--- config.mk ---
export PLATFORM = sky130hd
export DESIGN_NAME = crc_frame_parser_resync
export DESIGN_NICKNAME = d
export VERILOG_FILES = /design/src/cfpr_pkg.sv /design/src/cfpr_crc.sv /design/src/crc_frame_parser_resync.sv
export VERILOG_INCLUDE_DIRS = /design/src /design/src/src
export SDC_FILE = /design/constraint.sdc
export NUM_CORES = 1
export LEC_CHECK = 0
export ABC_AREA = 1
export BUFFER_PORTS_ARGS = -buffer_cell sky130_fd_sc_hd__buf_2
export CAP_MARGIN = 20
export CORE_ASPECT_RATIO = 0.7
export CORE_MARGIN = 3
export CORE_UTILIZATION = 45
export DETAILED_ROUTE_END_ITERATION = 7
export PLACE_DENSITY = 0.72
export SLEW_MARGIN = 0
export SYNTH_ARGS = -nofsm -noshare
export SYNTH_HDL_FRONTEND = slang
export SYNTH_SLANG_ARGS = --single-unit
--- constraint.sdc ---
create_clock -name clk_i -period 3.1 [get_ports clk_i]
set_input_delay 0.155 -clock clk_i [delete_from_list [all_inputs] [get_ports clk_i]]
set_output_delay 0.155 -clock clk_i [all_outputs]
set_load 0.01 [all_outputs]
--- src/crc_frame_parser_resync_defines.svh ---
// assertion macros for the crc frame parser
`ifndef CRC_FRAME_PARSER_RESYNC_DEFINES_SVH
`define CRC_FRAME_PARSER_RESYNC_DEFINES_SVH

// antecedent holds in the same cycle as the consequent
`define CFPR_ASSERT_SAME(label, ante, cons) \
  label: assert property (@(posedge clk_i) disable iff (!rst_ni) (ante) |-> (cons)) \
    else $error("cfpr assertion failed");

// consequent holds in the cycle after the antecedent
`define CFPR_ASSERT_NEXT(label, ante, cons) \
  label: assert property (@(posedge clk_i) disable iff (!rst_ni) (ante) |=> (cons)) \
    else $error("cfpr assertion failed");

`endif

--- src/cfpr_pkg.sv ---
// shared types and constants for the crc frame parser
`timescale 1ns / 1ps

package cfpr_pkg;

  localparam int unsigned FRAME_BYTES = 8;
  localparam int unsigned IDX_W       = $clog2(FRAME_BYTES);
  localparam int unsigned CRC_SPAN    = 6;

  localparam logic [15:0] CRC_INIT    = 16'hFFFF;
  localparam logic [15:0] CRC_POLY    = 16'h1021;
  localparam logic [15:0] CRC_MSB     = 16'h8000;
  localparam logic [7:0]  START_RESET = 8'hAA;

  typedef enum logic [1:0] {
    STATUS_NONE   = 2'd0,
    STATUS_FRAME  = 2'd1,
    STATUS_REJECT = 2'd2
  } status_e;

  // control from the sequencer to the crc unit
  typedef struct packed {
    logic clear;
    logic step;
  } crc_ctrl_t;

endpackage

--- src/cfpr_crc.sv ---
// byte-wide crc-16 update unit, shared over the six covered bytes
`timescale 1ns / 1ps

module cfpr_crc
  import cfpr_pkg::*;
(
  input  logic       clk_i,
  input  logic       rst_ni,
  input  crc_ctrl_t  ctrl_i,
  input  logic [7:0] data_i,
  output logic [15:0] crc_o
);

  logic [15:0] crc_q;
  logic [15:0] crc_d;
  logic [15:0] upd;

  // one byte through the polynomial, msb first
  always_comb begin
    upd = crc_q ^ {data_i, 8'h00};
    for (int b = 0; b < 8; b++) begin
      if ((upd & CRC_MSB) != 16'h0000) begin
        upd = {upd[14:0], 1'b0} ^ CRC_POLY;
      end else begin
        upd = {upd[14:0], 1'b0};
      end
    end
    if (ctrl_i.clear) begin
      crc_d = CRC_INIT;
    end else if (ctrl_i.step) begin
      crc_d = upd;
    end else begin
      crc_d = crc_q;
    end
  end

  always_ff @(posedge clk_i or negedge rst_ni) begin
    if (!rst_ni) begin
      crc_q <= CRC_INIT;
    end else begin
      crc_q <= crc_d;
    end
  end

  assign crc_o = crc_q;

endmodule

--- src/crc_frame_parser_resync.sv ---
// Framed byte receiver: bytes before a start byte are dropped, then eight bytes are
// collected (start, command, four data bytes, crc-16/ccitt-false over the first six,
// low byte first). Every accepted byte yields exactly one result: status 0 while
// collecting, 1 with the frame fields when a frame checks, 2 when it fails and the
// buffer slides to the next start byte inside it. An ordinary byte is accepted while the
// block is idle, and its result sits in an output register; a result that is still waiting
// holds off the next byte until the cycle in which that result transfers. After the byte
// that completes a frame, the buffer rotates past the byte-wide crc unit, one check step
// follows, on a reject the buffer shifts once per searched position, and then the result
// is loaded, which waits for as long as the output register is stalled.
`timescale 1ns / 1ps

`include "crc_frame_parser_resync_defines.svh"

module crc_frame_parser_resync
  import cfpr_pkg::*;
(
  input  logic        clk_i,
  input  logic        rst_ni,
  // configuration write
  input  logic        cfg_valid_i,
  output logic        cfg_ready_o,
  input  logic [7:0]  cfg_data_i,
  // received bytes
  input  logic        in_valid_i,
  output logic        in_ready_o,
  input  logic [7:0]  rx_byte_i,
  // results
  output logic        out_valid_o,
  input  logic        out_ready_i,
  output logic [1:0]  status_o,
  output logic [7:0]  command_o,
  output logic [7:0]  payload0_o,
  output logic [7:0]  payload1_o,
  output logic [7:0]  payload2_o,
  output logic [7:0]  payload3_o,
  output logic [15:0] check_value_o
);

  typedef enum logic [2:0] {
    ST_IDLE,
    ST_CRC,
    ST_CHECK,
    ST_SHIFT,
    ST_EMIT
  } state_e;

  state_e          state_q;
  logic [3:0]      fill_q;
  logic [IDX_W-1:0] cnt_q;
  status_e         res_status_q;
  logic [7:0]      start_q;
  logic [7:0]      buf_q [FRAME_BYTES];

  logic            out_valid_q;
  logic [1:0]      status_q;
  logic [7:0]      command_q;
  logic [7:0]      payload0_q;
  logic [7:0]      payload1_q;
  logic [7:0]      payload2_q;
  logic [7:0]      payload3_q;
  logic [15:0]     check_value_q;

  logic            in_xfer;
  logic            slot_free;
  logic            last_byte;
  logic            frame_good;
  logic            res_load;
  crc_ctrl_t       crc_ctrl;
  logic [15:0]     crc_val;

  // configuration register, always writable
  assign cfg_ready_o = 1'b1;

  always_ff @(posedge clk_i or negedge rst_ni) begin
    if (!rst_ni) begin
      start_q <= START_RESET;
    end else if (cfg_valid_i) begin
      start_q <= cfg_data_i;
    end
  end

  // handshake and decode
  assign slot_free  = !out_valid_q || out_ready_i;
  assign in_ready_o = (state_q == ST_IDLE) && slot_free;
  assign in_xfer    = in_valid_i && in_ready_o;
  assign last_byte  = (fill_q == 4'(FRAME_BYTES - 1));
  assign frame_good = (buf_q[0] == start_q) &&
                      (crc_val == {buf_q[FRAME_BYTES-1], buf_q[FRAME_BYTES-2]});
  assign res_load   = (in_xfer && !last_byte) || ((state_q == ST_EMIT) && slot_free);

  // crc unit control
  assign crc_ctrl.clear = in_xfer && last_byte;
  assign crc_ctrl.step  = (state_q == ST_CRC) && (cnt_q < IDX_W'(CRC_SPAN));

  cfpr_crc u_crc (
    .clk_i  (clk_i),
    .rst_ni (rst_ni),
    .ctrl_i (crc_ctrl),
    .data_i (buf_q[0]),
    .crc_o  (crc_val)
  );

  // frame buffer: fill at the count, rotate for the crc pass, slide on resync
  always_ff @(posedge clk_i) begin
    case (state_q)
      ST_IDLE: begin
        if (in_xfer && !fill_q[3]) begin
          if (fill_q == 4'd0) begin
            if (rx_byte_i == start_q) begin
              buf_q[0] <= rx_byte_i;
            end
          end else begin
            buf_q[fill_q[IDX_W-1:0]] <= rx_byte_i;
          end
        end
      end
      ST_CRC: begin
        for (int i = 0; i < FRAME_BYTES - 1; i++) begin
          buf_q[i] <= buf_q[i+1];
        end
        buf_q[FRAME_BYTES-1] <= buf_q[0];
      end
      ST_SHIFT: begin
        for (int i = 0; i < FRAME_BYTES - 1; i++) begin
          buf_q[i] <= buf_q[i+1];
        end
      end
      default: begin
      end
    endcase
  end

  // sequencer and output register
  always_ff @(posedge clk_i or negedge rst_ni) begin
    if (!rst_ni) begin
      state_q       <= ST_IDLE;
      fill_q        <= 4'd0;
      cnt_q         <= '0;
      res_status_q  <= STATUS_NONE;
      out_valid_q   <= 1'b0;
      status_q      <= STATUS_NONE;
      command_q     <= 8'h00;
      payload0_q    <= 8'h00;
      payload1_q    <= 8'h00;
      payload2_q    <= 8'h00;
      payload3_q    <= 8'h00;
      check_value_q <= 16'h0000;
    end else begin
      // result register valid: set on load, cleared on transfer
      if (res_load) begin
        out_valid_q <= 1'b1;
      end else if (out_valid_q && out_ready_i) begin
        out_valid_q <= 1'b0;
      end
      case (state_q)
        ST_IDLE: begin
          if (in_xfer) begin
            if (last_byte) begin
              cnt_q   <= '0;
              state_q <= ST_CRC;
            end else begin
              // count out of range drops the byte and reports a reject
              status_q      <= fill_q[3] ? STATUS_REJECT : STATUS_NONE;
              command_q     <= 8'h00;
              payload0_q    <= 8'h00;
              payload1_q    <= 8'h00;
              payload2_q    <= 8'h00;
              payload3_q    <= 8'h00;
              check_value_q <= 16'h0000;
              if (fill_q[3]) begin
                fill_q <= 4'd0;
              end else if (fill_q == 4'd0) begin
                if (rx_byte_i == start_q) begin
                  fill_q <= 4'd1;
                end
              end else begin
                fill_q <= fill_q + 4'd1;
              end
            end
          end
        end
        ST_CRC: begin
          cnt_q <= cnt_q + 1'b1;
          if (cnt_q == IDX_W'(FRAME_BYTES - 1)) begin
            state_q <= ST_CHECK;
          end
        end
        ST_CHECK: begin
          if (frame_good) begin
            fill_q       <= 4'd0;
            res_status_q <= STATUS_FRAME;
            state_q      <= ST_EMIT;
          end else begin
            cnt_q        <= IDX_W'(FRAME_BYTES - 1);
            res_status_q <= STATUS_REJECT;
            state_q      <= ST_SHIFT;
          end
        end
        ST_SHIFT: begin
          // the byte moving into slot zero decides whether to stop here
          if (buf_q[1] == start_q) begin
            fill_q  <= {1'b0, cnt_q};
            state_q <= ST_EMIT;
          end else if (cnt_q == IDX_W'(1)) begin
            fill_q  <= 4'd0;
            state_q <= ST_EMIT;
          end else begin
            cnt_q <= cnt_q - 1'b1;
          end
        end
        ST_EMIT: begin
          if (slot_free) begin
            status_q <= res_status_q;
            if (res_status_q == STATUS_FRAME) begin
              command_q     <= buf_q[1];
              payload0_q    <= buf_q[2];
              payload1_q    <= buf_q[3];
              payload2_q    <= buf_q[4];
              payload3_q    <= buf_q[5];
              check_value_q <= {buf_q[7], buf_q[6]};
            end else begin
              command_q     <= 8'h00;
              payload0_q    <= 8'h00;
              payload1_q    <= 8'h00;
              payload2_q    <= 8'h00;
              payload3_q    <= 8'h00;
              check_value_q <= 16'h0000;
            end
            state_q <= ST_IDLE;
          end
        end
        default: begin
          state_q <= ST_IDLE;
        end
      endcase
    end
  end

  assign out_valid_o   = out_valid_q;
  assign status_o      = status_q;
  assign command_o     = command_q;
  assign payload0_o    = payload0_q;
  assign payload1_o    = payload1_q;
  assign payload2_o    = payload2_q;
  assign payload3_o    = payload3_q;
  assign check_value_o = check_value_q;

  // checks on the sequencer and result register
  `CFPR_ASSERT_SAME(a_fill_in_range, 1'b1, !fill_q[3])
  `CFPR_ASSERT_NEXT(a_busy_after_last, in_xfer && last_byte, !in_ready_o && !crc_ctrl.clear)
  `CFPR_ASSERT_SAME(a_status_code, out_valid_o,
                    (status_o == STATUS_NONE) || (status_o == STATUS_FRAME) ||
                    (status_o == STATUS_REJECT))
  `CFPR_ASSERT_SAME(a_fields_zero, out_valid_o && (status_o != STATUS_FRAME),
                    (command_o == 8'h00) && (check_value_o == 16'h0000))

endmodule

==> run summary, run 1 <==
Status: finished, final reports clean
Count of final setup violators: 0
Die Span X: 164 µm
First-pass GRT wire length: 31700 µm
Ys Warns: 0
Synth Net Count: 925
Final setup TNS: 0 ns
Max VDD drop: 0.000406 V
Post-synth EDFFs: 64
Worst rel slew slack: 0.382
Worst Skew: 0.0110 ns
DR vias/cell: 5.19
Leak pwr: 4.64 nW
Root buf cell: clkbuf_16
Sink Count: 159
Leading cell types in the layout, fill and taps excluded: 337 x nand2_1, 79 x buf_2, 75 x inv_1, 75 x dfrtp_1, 70 x nand3_1
CTS tree: yes
Seq cells post-synth: 159
Initial antenna violation count: 0
Seq/Total Area, Yosys: 0.553
Number of global-route vias before repair: 5644
CTS resizes: 0
Pwr Density: 1040 nW/µm²
Hold-fix buffers, CTS: 9
All-Layer GR Usage: 0.221
1st-pass router iterations: 5
Largest net degree at the start of global routing: 81
Fmax: 0.411 GHz
Reg2Reg Capture Point: buf_q[3][7]
Distinct cells, synth: 36
Mux cell area share after synthesis: 0
Starting Density: 0.470
Setup Buffers After CTS: 0
Synthesized cell area: 7810 µm²
Area Overhead vs Synth: 16.0%
DP Cell Count: 1178
CP max-delay cell: dfrtp_1
CTS clk-pin slew, worst paths: 0.07 ns
Detail Route Antenna Nets: 0
Seq pwr share: 0.421
Critical path peak fanout: 17
Final min period: 2.43 ns
Cts bufs inserted: 17
Input/output buffers: 80
HPWL after DPL: 14800 µm
Reg2Reg Depth: 7
First DRT Iteration DRCs: 800
Synth Area in XOR/XNOR: 0.0359
Crit path kind: reg -> reg
R2r startpoint: fill_q[0]
Final Non-Filler Cells: 1221
Total Routed Length: 20100 µm
Mapped Avg Cell Area: 8.70 µm²
I/O pin total: 82
Worst Setup EP: buf_q[3][7]
Drt drc: 0
Switching Share: 0.406
Fraction of layout cells with a size suffix above 1: 0.173
Main synth FF type: dfrtp_1
Gr ovfl total: 0
Complex-gate fraction of the synthesized area: 0.0785
H-tree depth: 4
Crit path launch type: flop
Clock Latency Late Sink: 0.43 ns
DIE AREA: 19000 µm²
Final hold violation count: 0
R2r setup slk: 0.67 ns
Clk pwr share: 0.219
Crit path cell chain: inv_1, ha_1, a21oi_1, nand2_4, nor2_4, nand2_2, nand2_1
Final worst path period share: 0.785
RSZ-0062 raised after global routing: false
Final Max Slew Viols: 0
Adder-Cell Fraction of Synth Area: 0.00961
Critical path startpoint: fill_q[0]
Placer congestion estimate: 0.925
# nets final: 1009
WP data arrival: 2.53 ns
Simple-gate portion of the synthesized area: 0.254
Req. time, crit path: 3.20 ns
Commonest non-fill, non-tap cell in the layout: nand2_1
Crit end category: flop
Routed WL per cell: 16.5 µm
Row count: 39
P_sw: 3.83 mW
Hold Crit Class: in -> reg
Total internal power: 5.59 mW
Max Buffers Root-to-Sink: 2
Asr flop ratio synth: 0.597
Largest family of logic cells by synthesized area: simple AND/OR/NAND/NOR gates
Core Region: 16600 µm²
Logic pwr share: 0.360
Slowest stage delay, CP: 0.54 ns
Die extent in y: 116 µm
Hold slack: 0.0482 ns
Mapped Cells: 898
Worst Tran Pin Value: 0.928 ns
Max-Cap Viols: 0
Via count: 6339
[sequential cells by signal (all words and copies together), names as in the netlist, 8 cells and up]
register and flops:
payload1_o 8, command_o 8, buf_q 64, check_value_o 16, start_q 8, payload3_o 8, payload2_o 8, payload0_o 8
u_crc.crc_o 16
[per-stage QoR]
step | worst slack, ns | instance area (µm²) | utilization | power (mW)
floorplan | 0.848 | 7820 | - | 6.30
global placement | 0.813 | 8360 | 0.502 | 7.22
detailed placement | 0.691 | 8360 | 0.502 | 7.29
CTS | 0.662 | 9040 | 0.543 | 9.39
global route | 0.506 | 9060 | 0.545 | 10.1
finish | 0.666 | 9070 | 0.545 | 9.42
[logic make-up (layout without fill, tap and decap cells)]
group | count (synthesis) | count (layout)
buffers and inverters | 116 | 213
xor gates and xnor gates | 32 | 32
DFF | 159 | 159
adders and majority gates | 6 | 6
and+or+nand+nor | 470 | 470
other | 1 | 2
AOI/OAI and AO/OA | 114 | 114
[cell usage after synthesis (6+ instances only)]
master,instances,area (µm²)
dfstp_2,20,526
dfrtp_1,75,1880
a21oi_1,12,60.1
nor2_1,37,139
inv_1,75,282
o21ai_1,34,170
edfxtp_1,64,1920
nand2_2,7,43.8
xor2_1,10,87.6
nand2_1,337,1260
clkbuf_1,6,22.5
buf_6,9,101
buf_2,14,70.1
nand4_1,6,37.5
o21ai_0,54,270
xnor2_1,22,193
nand3_1,70,350
ha_1,6,75.1
inv_2,8,30.0
[cell type report]
class	count	area, µm²
diodes	1	2.50
fillers	1532	7570
clock buffers	27	546
repair buffers	97	586
clock inverters	5	41.3
inverters	84	318
flip-flops and latches	159	4320
multi-input cells	623	2970
well taps	225	282
[worst min path at each step]
stage	from	cells past startpoint	slack, ns	end
finish	out_ready_i	4	0.05	out_valid_o
floorplan	rst_ni	0	-0.14	check_value_o[0]
global route	rx_byte_i[0]	3	0.07	buf_q[7][0]
detailed placement	cfg_data_i[3]	3	0.37	start_q[3]
CTS	out_ready_i	4	0.05	out_valid_o
global placement	cfg_data_i[4]	3	0.36	start_q[4]
[per-layer routing]
layer,GRT usage,share of wire,vias up
met5,0,0,-
met3,0.0510,0.10,27
met1,0.346,0.48,2961
met2,0.302,0.40,294
li1,-,-,3057
met4,0.0654,0.017,0
[worst max-delay path, delay by kind of cell (launching register included)]
kind	cells	cell delay, ns
AND/OR/NAND/NOR	4	0.87
flip-flops	1	0.54
AO/OA/AOI/OAI	1	0.31
adder cells (fa/ha/maj)	1	0.24
buffers and inverters	1	0.15
[power by group through the flow]
| stage | registers [mW] | logic, mW | clock network (mW) |
|---|---|---|---|
| 3_5_place_dp | 3.96 | 3.32 | 0 |
| 5_1_grt | 4.02 | 3.86 | 2.19 |
| 2_1_floorplan | 3.64 | 2.65 | 0 |
| 6_report | 3.96 | 3.39 | 2.07 |
| 3_3_place_gp | 3.96 | 3.25 | 0 |
| 4_1_cts | 3.94 | 3.37 | 2.09 |
No activity file was read; power rests on OpenSTA's default activity.
==> run 2: changes to the inputs <==
Settings changed: ABC_AREA 1 to 0, PLACE_DENSITY 0.72 to 0.74.
Clock period 3.1 ns to 2.02 ns, I/O delays scaled along.
==> run 2 against run 1 <==
Effect of this change: the flow now finishes with violations (setup timing); critical path type unchanged; critical path depth rose by 1; hold slack improved by 0.078 ns; sequential share of layout area fell by 3.9 points; first-iteration DRC count fell by 13%; clock power rose by 56%; synthesized area fell by 4.3%; routed wire length rose by 9.7%.
==> run summary, run 2 <==
Hold Crit Class: in -> reg
Row count: 38
First-pass GRT wire length: 32200 µm
H-tree depth: 4
Reg with most FFs: buf_q
Area share of the largest cell type after synthesis: 0.257
Post-synth EDFFs: 64
Largest cells by area after synthesis: edfxtp_1 26%, dfrtp_1 25%, nand2_1 10%
I/O pin total: 82
Worst rel slew slack: 0.634
Synthesized cell area: 7480 µm²
Hold Startpoint: rx_byte_i[7]
Via count: 6096
DR vias/cell: 5.54
HPWL after DPL: 15000 µm
Final worst path period share: 1.04
Max VDD drop: 0.000768 V
Sink Count: 159
DIE AREA: 18200 µm²
Synth Net Count: 710
Synth area leader: edfxtp_1
Final min period: 2.10 ns
Root buf cell: clkbuf_16
Final Cell Area: 9880 µm²
Worst Skew: 0.0150 ns
ANT cells: 0
First DRT Iteration DRCs: 696
Hold slack: 0.126 ns
Reg2Reg Depth: 8
Status: finished with violations
Core Region: 15900 µm²
Seq/Total Area, Yosys: 0.578
Max reg flops: 64
Die Span X: 160 µm
Hold path endpoint: buf_q[3][7]
# nets final: 895
Drt drc: 0
Final Max Slew Viols: 0
Fraction of layout cells with a size suffix above 1: 0.361
Initial antenna violation count: 0
Mapped Cells: 683
Cts bufs inserted: 17
Count of final setup violators: 24
Crit end category: flop
Gr ovfl total: 0
Pwr Density: 1620 nW/µm²
Commonest non-fill, non-tap cell in the layout: nand2_1
Crit path launch type: flop
Most frequent cell after synthesis: nand2_1
RSZ-0062 raised after global routing: true
Distinct cells, synth: 52
Leading cell types in the layout, fill and taps excluded: 203 x nand2_1, 93 x buf_4, 79 x buf_2
Final setup TNS: -0.396 ns
Fmax: 0.476 GHz
All-Layer GR Usage: 0.232
CTS clk-pin slew, worst paths: 0.07 ns
Max-Cap Viols: 0
CTS tree: yes
Final hold violation count: 0
1st-pass router iterations: 6
Setup slack after layout: -0.0809 ns
Input/output buffers: 80
R2r setup slk: -0.08 ns
Leak pwr: 4.72 nW
Failing checks: setup timing
Seq cells post-synth: 159
Area Overhead vs Synth: 32.1%
Placer congestion estimate: 0.924
Req. time, crit path: 2.33 ns
WP data arrival: 2.41 ns
R2r startpoint: u_crc.crc_o[6]
Total Routed Length: 22100 µm
Clock Latency Late Sink: 0.43 ns
Ys Warns: 0
Tot Pwr: 16.0 mW
Crit path kind: reg -> reg
Critical path peak fanout: 6
Max Buffers Root-to-Sink: 2
Reg2Reg Capture Point: fill_q[3]
Hold depth: 2
Die extent in y: 114 µm
Main synth FF type: dfrtp_1
Placed Instance Area: 8810 µm²
Worst Tran Pin Value: 0.548 ns
Ranking of synthesized cells by instance count: 204 x nand2_1, 75 x dfrtp_1, 64 x edfxtp_1
Asr flop ratio synth: 0.597
Detail Route Antenna Nets: 0
Filler Cells Inserted: 1227
Mapped Avg Cell Area: 10.9 µm²
Largest net degree at the start of global routing: 57
Number of global-route vias before repair: 5683
Starting Density: 0.471
Routed WL per cell: 20.0 µm
-- run 2: layout make-up --
| type | count | area (µm²) | share of cell area |
|---|---|---|---|
| Timing Repair Buffer | 197 | 1480 | 0.150 |
| Tap cell | 220 | 275 | 0.0279 |
| Sequential cell | 159 | 4320 | 0.438 |
| Multi-Input combinational cell | 485 | 3180 | 0.322 |
| Clock buffer | 19 | 443 | 0.0448 |
| Clock inverter | 13 | 148 | 0.0149 |
| Inverter | 8 | 30.0 | 0.00304 |
-- run 2: stage by stage --
step                      setup WS, ns  instances   util
after floorplan                -0.0893        683      -
after global placement          -0.155       1042  0.555
after detailed placement        -0.137       1042  0.555
after CTS                      -0.0626       1089  0.603
after global routing            -0.190       1101  0.622
final                          -0.0809       1101  0.622
-- run 2: logic make-up (layout without fill, tap and decap cells) --
group | count (synthesis) | count (layout) | synth area share
muxes | 60 | 60 | 0.0892
other | 1 | 1 | 0.000501
xor gates and xnor gates | 66 | 66 | 0.0773
buffers and inverters | 39 | 237 | 0.0231
DFF | 159 | 159 | 0.578
AOI/OAI and AO/OA | 47 | 47 | 0.0448
and+or+nand+nor | 305 | 305 | 0.177
adders and majority gates | 6 | 6 | 0.0100
-- run 2: how the worst max path moves through the flow --
stage / slack [ns] / depth (start not counted) / endpoint / from
finish: -0.08 / 8 / fill_q[3] / u_crc.crc_o[6]
global route: -0.19 / 8 / fill_q[3] / u_crc.crc_o[6]
CTS: -0.06 / 8 / fill_q[3] / u_crc.crc_o[6]
detailed placement: -0.14 / 6 / fill_q[2] / start_q[5]
global placement: -0.16 / 7 / fill_q[2] / start_q[3]
floorplan: -0.09 / 6 / buf_q[1][0] / state_q[0]
-- run 2: critical path, cell delays in order (launching register included) --
cell and delay (ns):
dfstp_2 0.55, xor2_1 0.07, nor4_1 0.31, buf_4 0.18
nand4_1 0.10, nor3_2 0.20, buf_4 0.20, o31ai_1 0.09
mux2_2 0.28
-- run 2: routing by layer --
layer | routed length, µm | vias to the layer above | GRT usage
met4 | 327 | 2 | 0.0468
met3 | 2800 | 36 | 0.0820
met5 | 58 | - | 0.0241
met1 | 9430 | 2959 | 0.339
met2 | 9440 | 383 | 0.333
li1 | - | 2716 | -
-- run 2: power breakdown --
group	internal [mW]	leakage (nW)	switching (mW)
registers	4.92	1.86	0.955
logic	3.31	2.58	3.55
clock network	1.78	0.283	1.44
total	10.0	4.72	5.94
-- run 2: what timing repair did --
action | in CTS | in global routing
pin swaps | 5 | 7
endpoints found under the hold margin | 68 | 0
buffers inserted | 6 | 10
gates resized for setup | 7 | 43
setup endpoints to repair | 38 | 101
cloned | 0 | 2
hold buffers | 9 | 0
==> run 3: changes to the inputs <==
Settings changed: CORE_UTILIZATION 45 to 30, PLACE_DENSITY 0.74 to 0.56, REMOVE_ABC_BUFFERS set to 1, SYNTH_HIERARCHICAL set to 1.
==> run 3 against run 2 <==
Effect of this change: the run still ends with setup timing left; core utilization is 21 points lower; worst setup slack worse by 0.049 ns; clock skew shrank 0.0028 ns; critical path type unchanged; largest cell class unchanged; largest power group unchanged.
==> run summary, run 3 <==
Status: finished with violations
Failing checks: setup timing
Pwr Density: 1600 nW/µm²
Clk pwr share: 0.203
Number of global-route vias before repair: 5701
DIE AREA: 27900 µm²
Core Region: 25000 µm²
Main synth FF type: dfrtp_1
Largest net degree at the start of global routing: 57
Reg2Reg Capture Point: buf_q[1][7]
Post-synth EDFFs: 64
Area Overhead vs Synth: 33.6%
Reg2Reg Depth: 7
H-tree depth: 4
Gr ovfl total: 0
Most frequent CP cell: nor3_4
Input/output buffers: 80
Sink Count: 159
R2r setup slk: -0.13 ns
Cts bufs inserted: 17
Top delay family on crit path: simple AND/OR/NAND/NOR gates
Final worst path period share: 1.06
First-pass GRT wire length: 32900 µm
WP data arrival: 2.34 ns
Clock Latency Late Sink: 0.44 ns
Initial antenna violation count: 0
Crit end category: flop
Worst rel slew slack: 0.637
Starting Density: 0.310
P_sw: 5.83 mW
Fmax: 0.465 GHz
Ys Warns: 6
Mapped Cells: 695
Distinct cells, synth: 56
Routed WL per cell: 17.8 µm
Total Routed Length: 21800 µm
Hold slack: 0.0960 ns
CP bufs+invs: 1
Mapped Avg Cell Area: 11.2 µm²
Seq/Total Area, Yosys: 0.557
Hold Crit Class: in -> async
Synth area leader: edfxtp_1
Mux cell area share after synthesis: 0.0882
Leading cell types in the layout, fill and taps excluded: 182 x nand2_1, 101 x buf_4, 79 x buf_2
Final Max Slew Viols: 0
Final hold violation count: 0
CTS tree: yes
Crit path launch type: flop
Die Span X: 198 µm
Seq pwr share: 0.345
CP max-delay cell: dfrtp_1
Synth Area in XOR/XNOR: 0.0950
Via count: 5799
Die extent in y: 141 µm
Area share of the largest cell type after synthesis: 0.248
Root buf cell: clkbuf_16
Row count: 48
Req. time, crit path: 2.21 ns
DR vias/cell: 4.73
Final min period: 2.15 ns
Switching Share: 0.352
Setup slack after layout: -0.130 ns
Seq cells post-synth: 159
I/O pin total: 82
Largest family of logic cells by synthesized area: simple AND/OR/NAND/NOR gates
Tot Pwr: 16.6 mW
Max reg flops: 64
Crit path kind: reg -> reg
Adder-Cell Fraction of Synth Area: 0.00968
RSZ-0062 raised after global routing: true
All-Layer GR Usage: 0.154
Largest cells by area after synthesis: edfxtp_1 25%, dfrtp_1 24%, nand2_1 9.0%
Most frequent cell after synthesis: nand2_1
Leak pwr: 4.63 nW
HPWL after DPL: 15500 µm
Commonest non-fill, non-tap cell in the layout: nand2_1
Critical path peak fanout: 5
Worst Tran Pin Value: 0.541 ns
Reg with most FFs: buf_q
Worst Skew: 0.0122 ns
Max VDD drop: 0.000768 V
Max-Cap Viols: 0
Ranking of synthesized cells by instance count: 187 x nand2_1, 75 x dfrtp_1, 72 x o21ai_0
# nets final: 915
Placer congestion estimate: 0.855
Fraction of layout cells with a size suffix above 1: 0.385
Asr flop ratio synth: 0.597
Synthesized cell area: 7760 µm²
Detail Route Antenna Nets: 0
1st-pass router iterations: 5
Total internal power: 10.7 mW
ANT cells: 0
Complex-gate fraction of the synthesized area: 0.0829
Count of final setup violators: 63
Crit path cell chain: nor3_4, nand3_2, nor3_4, nand2_2, or3_4, buf_6, mux2_4
First DRT Iteration DRCs: 297
Max Buffers Root-to-Sink: 2
Slowest stage delay, CP: 0.41 ns
R2r startpoint: state_q[0]
Drt drc: 0
Simple-gate portion of the synthesized area: 0.138
CTS clk-pin slew, worst paths: 0.07 ns
Logic pwr share: 0.452
==> run 3: area by class of cell <==
class / count / area (µm²)
well taps: 325 / 407
clock inverters: 14 / 173
inverters: 10 / 37.5
fillers: 2393 / 14700
clock buffers: 18 / 429
multi-input cells: 489 / 3430
flip-flops and latches: 159 / 4320
repair buffers: 211 / 1570
==> run 3: per-stage QoR <==
| stage | utilization | setup slack, ns | setup TNS [ns] | instance area (µm²) | cells |
|---|---|---|---|---|---|
| 4_1_cts | 0.405 | -0.128 | -3.02 | 10100 | 1218 |
| 5_1_grt | 0.414 | -0.198 | -8.99 | 10400 | 1226 |
| 6_report | 0.414 | -0.130 | -4.14 | 10400 | 1226 |
| 2_1_floorplan | - | -2.90 | -193.35 | 7580 | 657 |
| 3_3_place_gp | 0.372 | -0.154 | -2.53 | 9320 | 1173 |
| 3_5_place_dp | 0.372 | -0.178 | -3.39 | 9320 | 1173 |
==> run 3: cells by family (layout without fill, tap and decap cells) <==
kind of cell	count (synthesis)	in the layout
adder cells (fa/ha/maj)	6	6
buffers and inverters	48	253
multiplexers	56	56
flip-flops	159	159
other	1	1
AND/OR/NAND/NOR	247	248
XOR/XNOR	66	66
AO/OA/AOI/OAI	112	112
==> run 3: power by group through the flow <==
stage / registers [mW] / logic, mW / clock network (mW)
after floorplan: 5.70 / 4.02 / 0
after global placement: 5.72 / 6.88 / 0
after detailed placement: 5.72 / 6.91 / 0
after CTS: 5.68 / 7.16 / 3.43
after global routing: 5.83 / 8.11 / 3.56
final: 5.71 / 7.50 / 3.36
==> run 3: how the worst max path moves through the flow <==
stage | to | start | slack, ns | cells after the start
CTS | fill_q[3] | u_crc/crc_o[12] | -0.13 | 8
global route | buf_q[1][7] | state_q[0] | -0.20 | 7
finish | buf_q[1][7] | state_q[0] | -0.13 | 7
detailed placement | fill_q[3] | u_crc/crc_o[12] | -0.18 | 8
floorplan | check_value_o[0] | state_q[0] | -2.90 | 3
global placement | fill_q[3] | u_crc/crc_o[12] | -0.15 | 8
==> run 3: repair_timing <==
item	in CTS	in global routing
pin swaps	3	11
endpoints found under the setup margin	63	130
gates resized for setup	27	29
endpoints found under the hold margin	97	0
setup buffers	2	7
cloned	2	2
hold buffers	9	0
==> run 3: routing by layer <==
metal,up-vias,part of all wire,track usage
met5,-,0,0
met4,0,0.0043,0.0316
met3,9,0.056,0.0373
met2,168,0.42,0.219
met1,2840,0.52,0.238
li1,2782,-,-
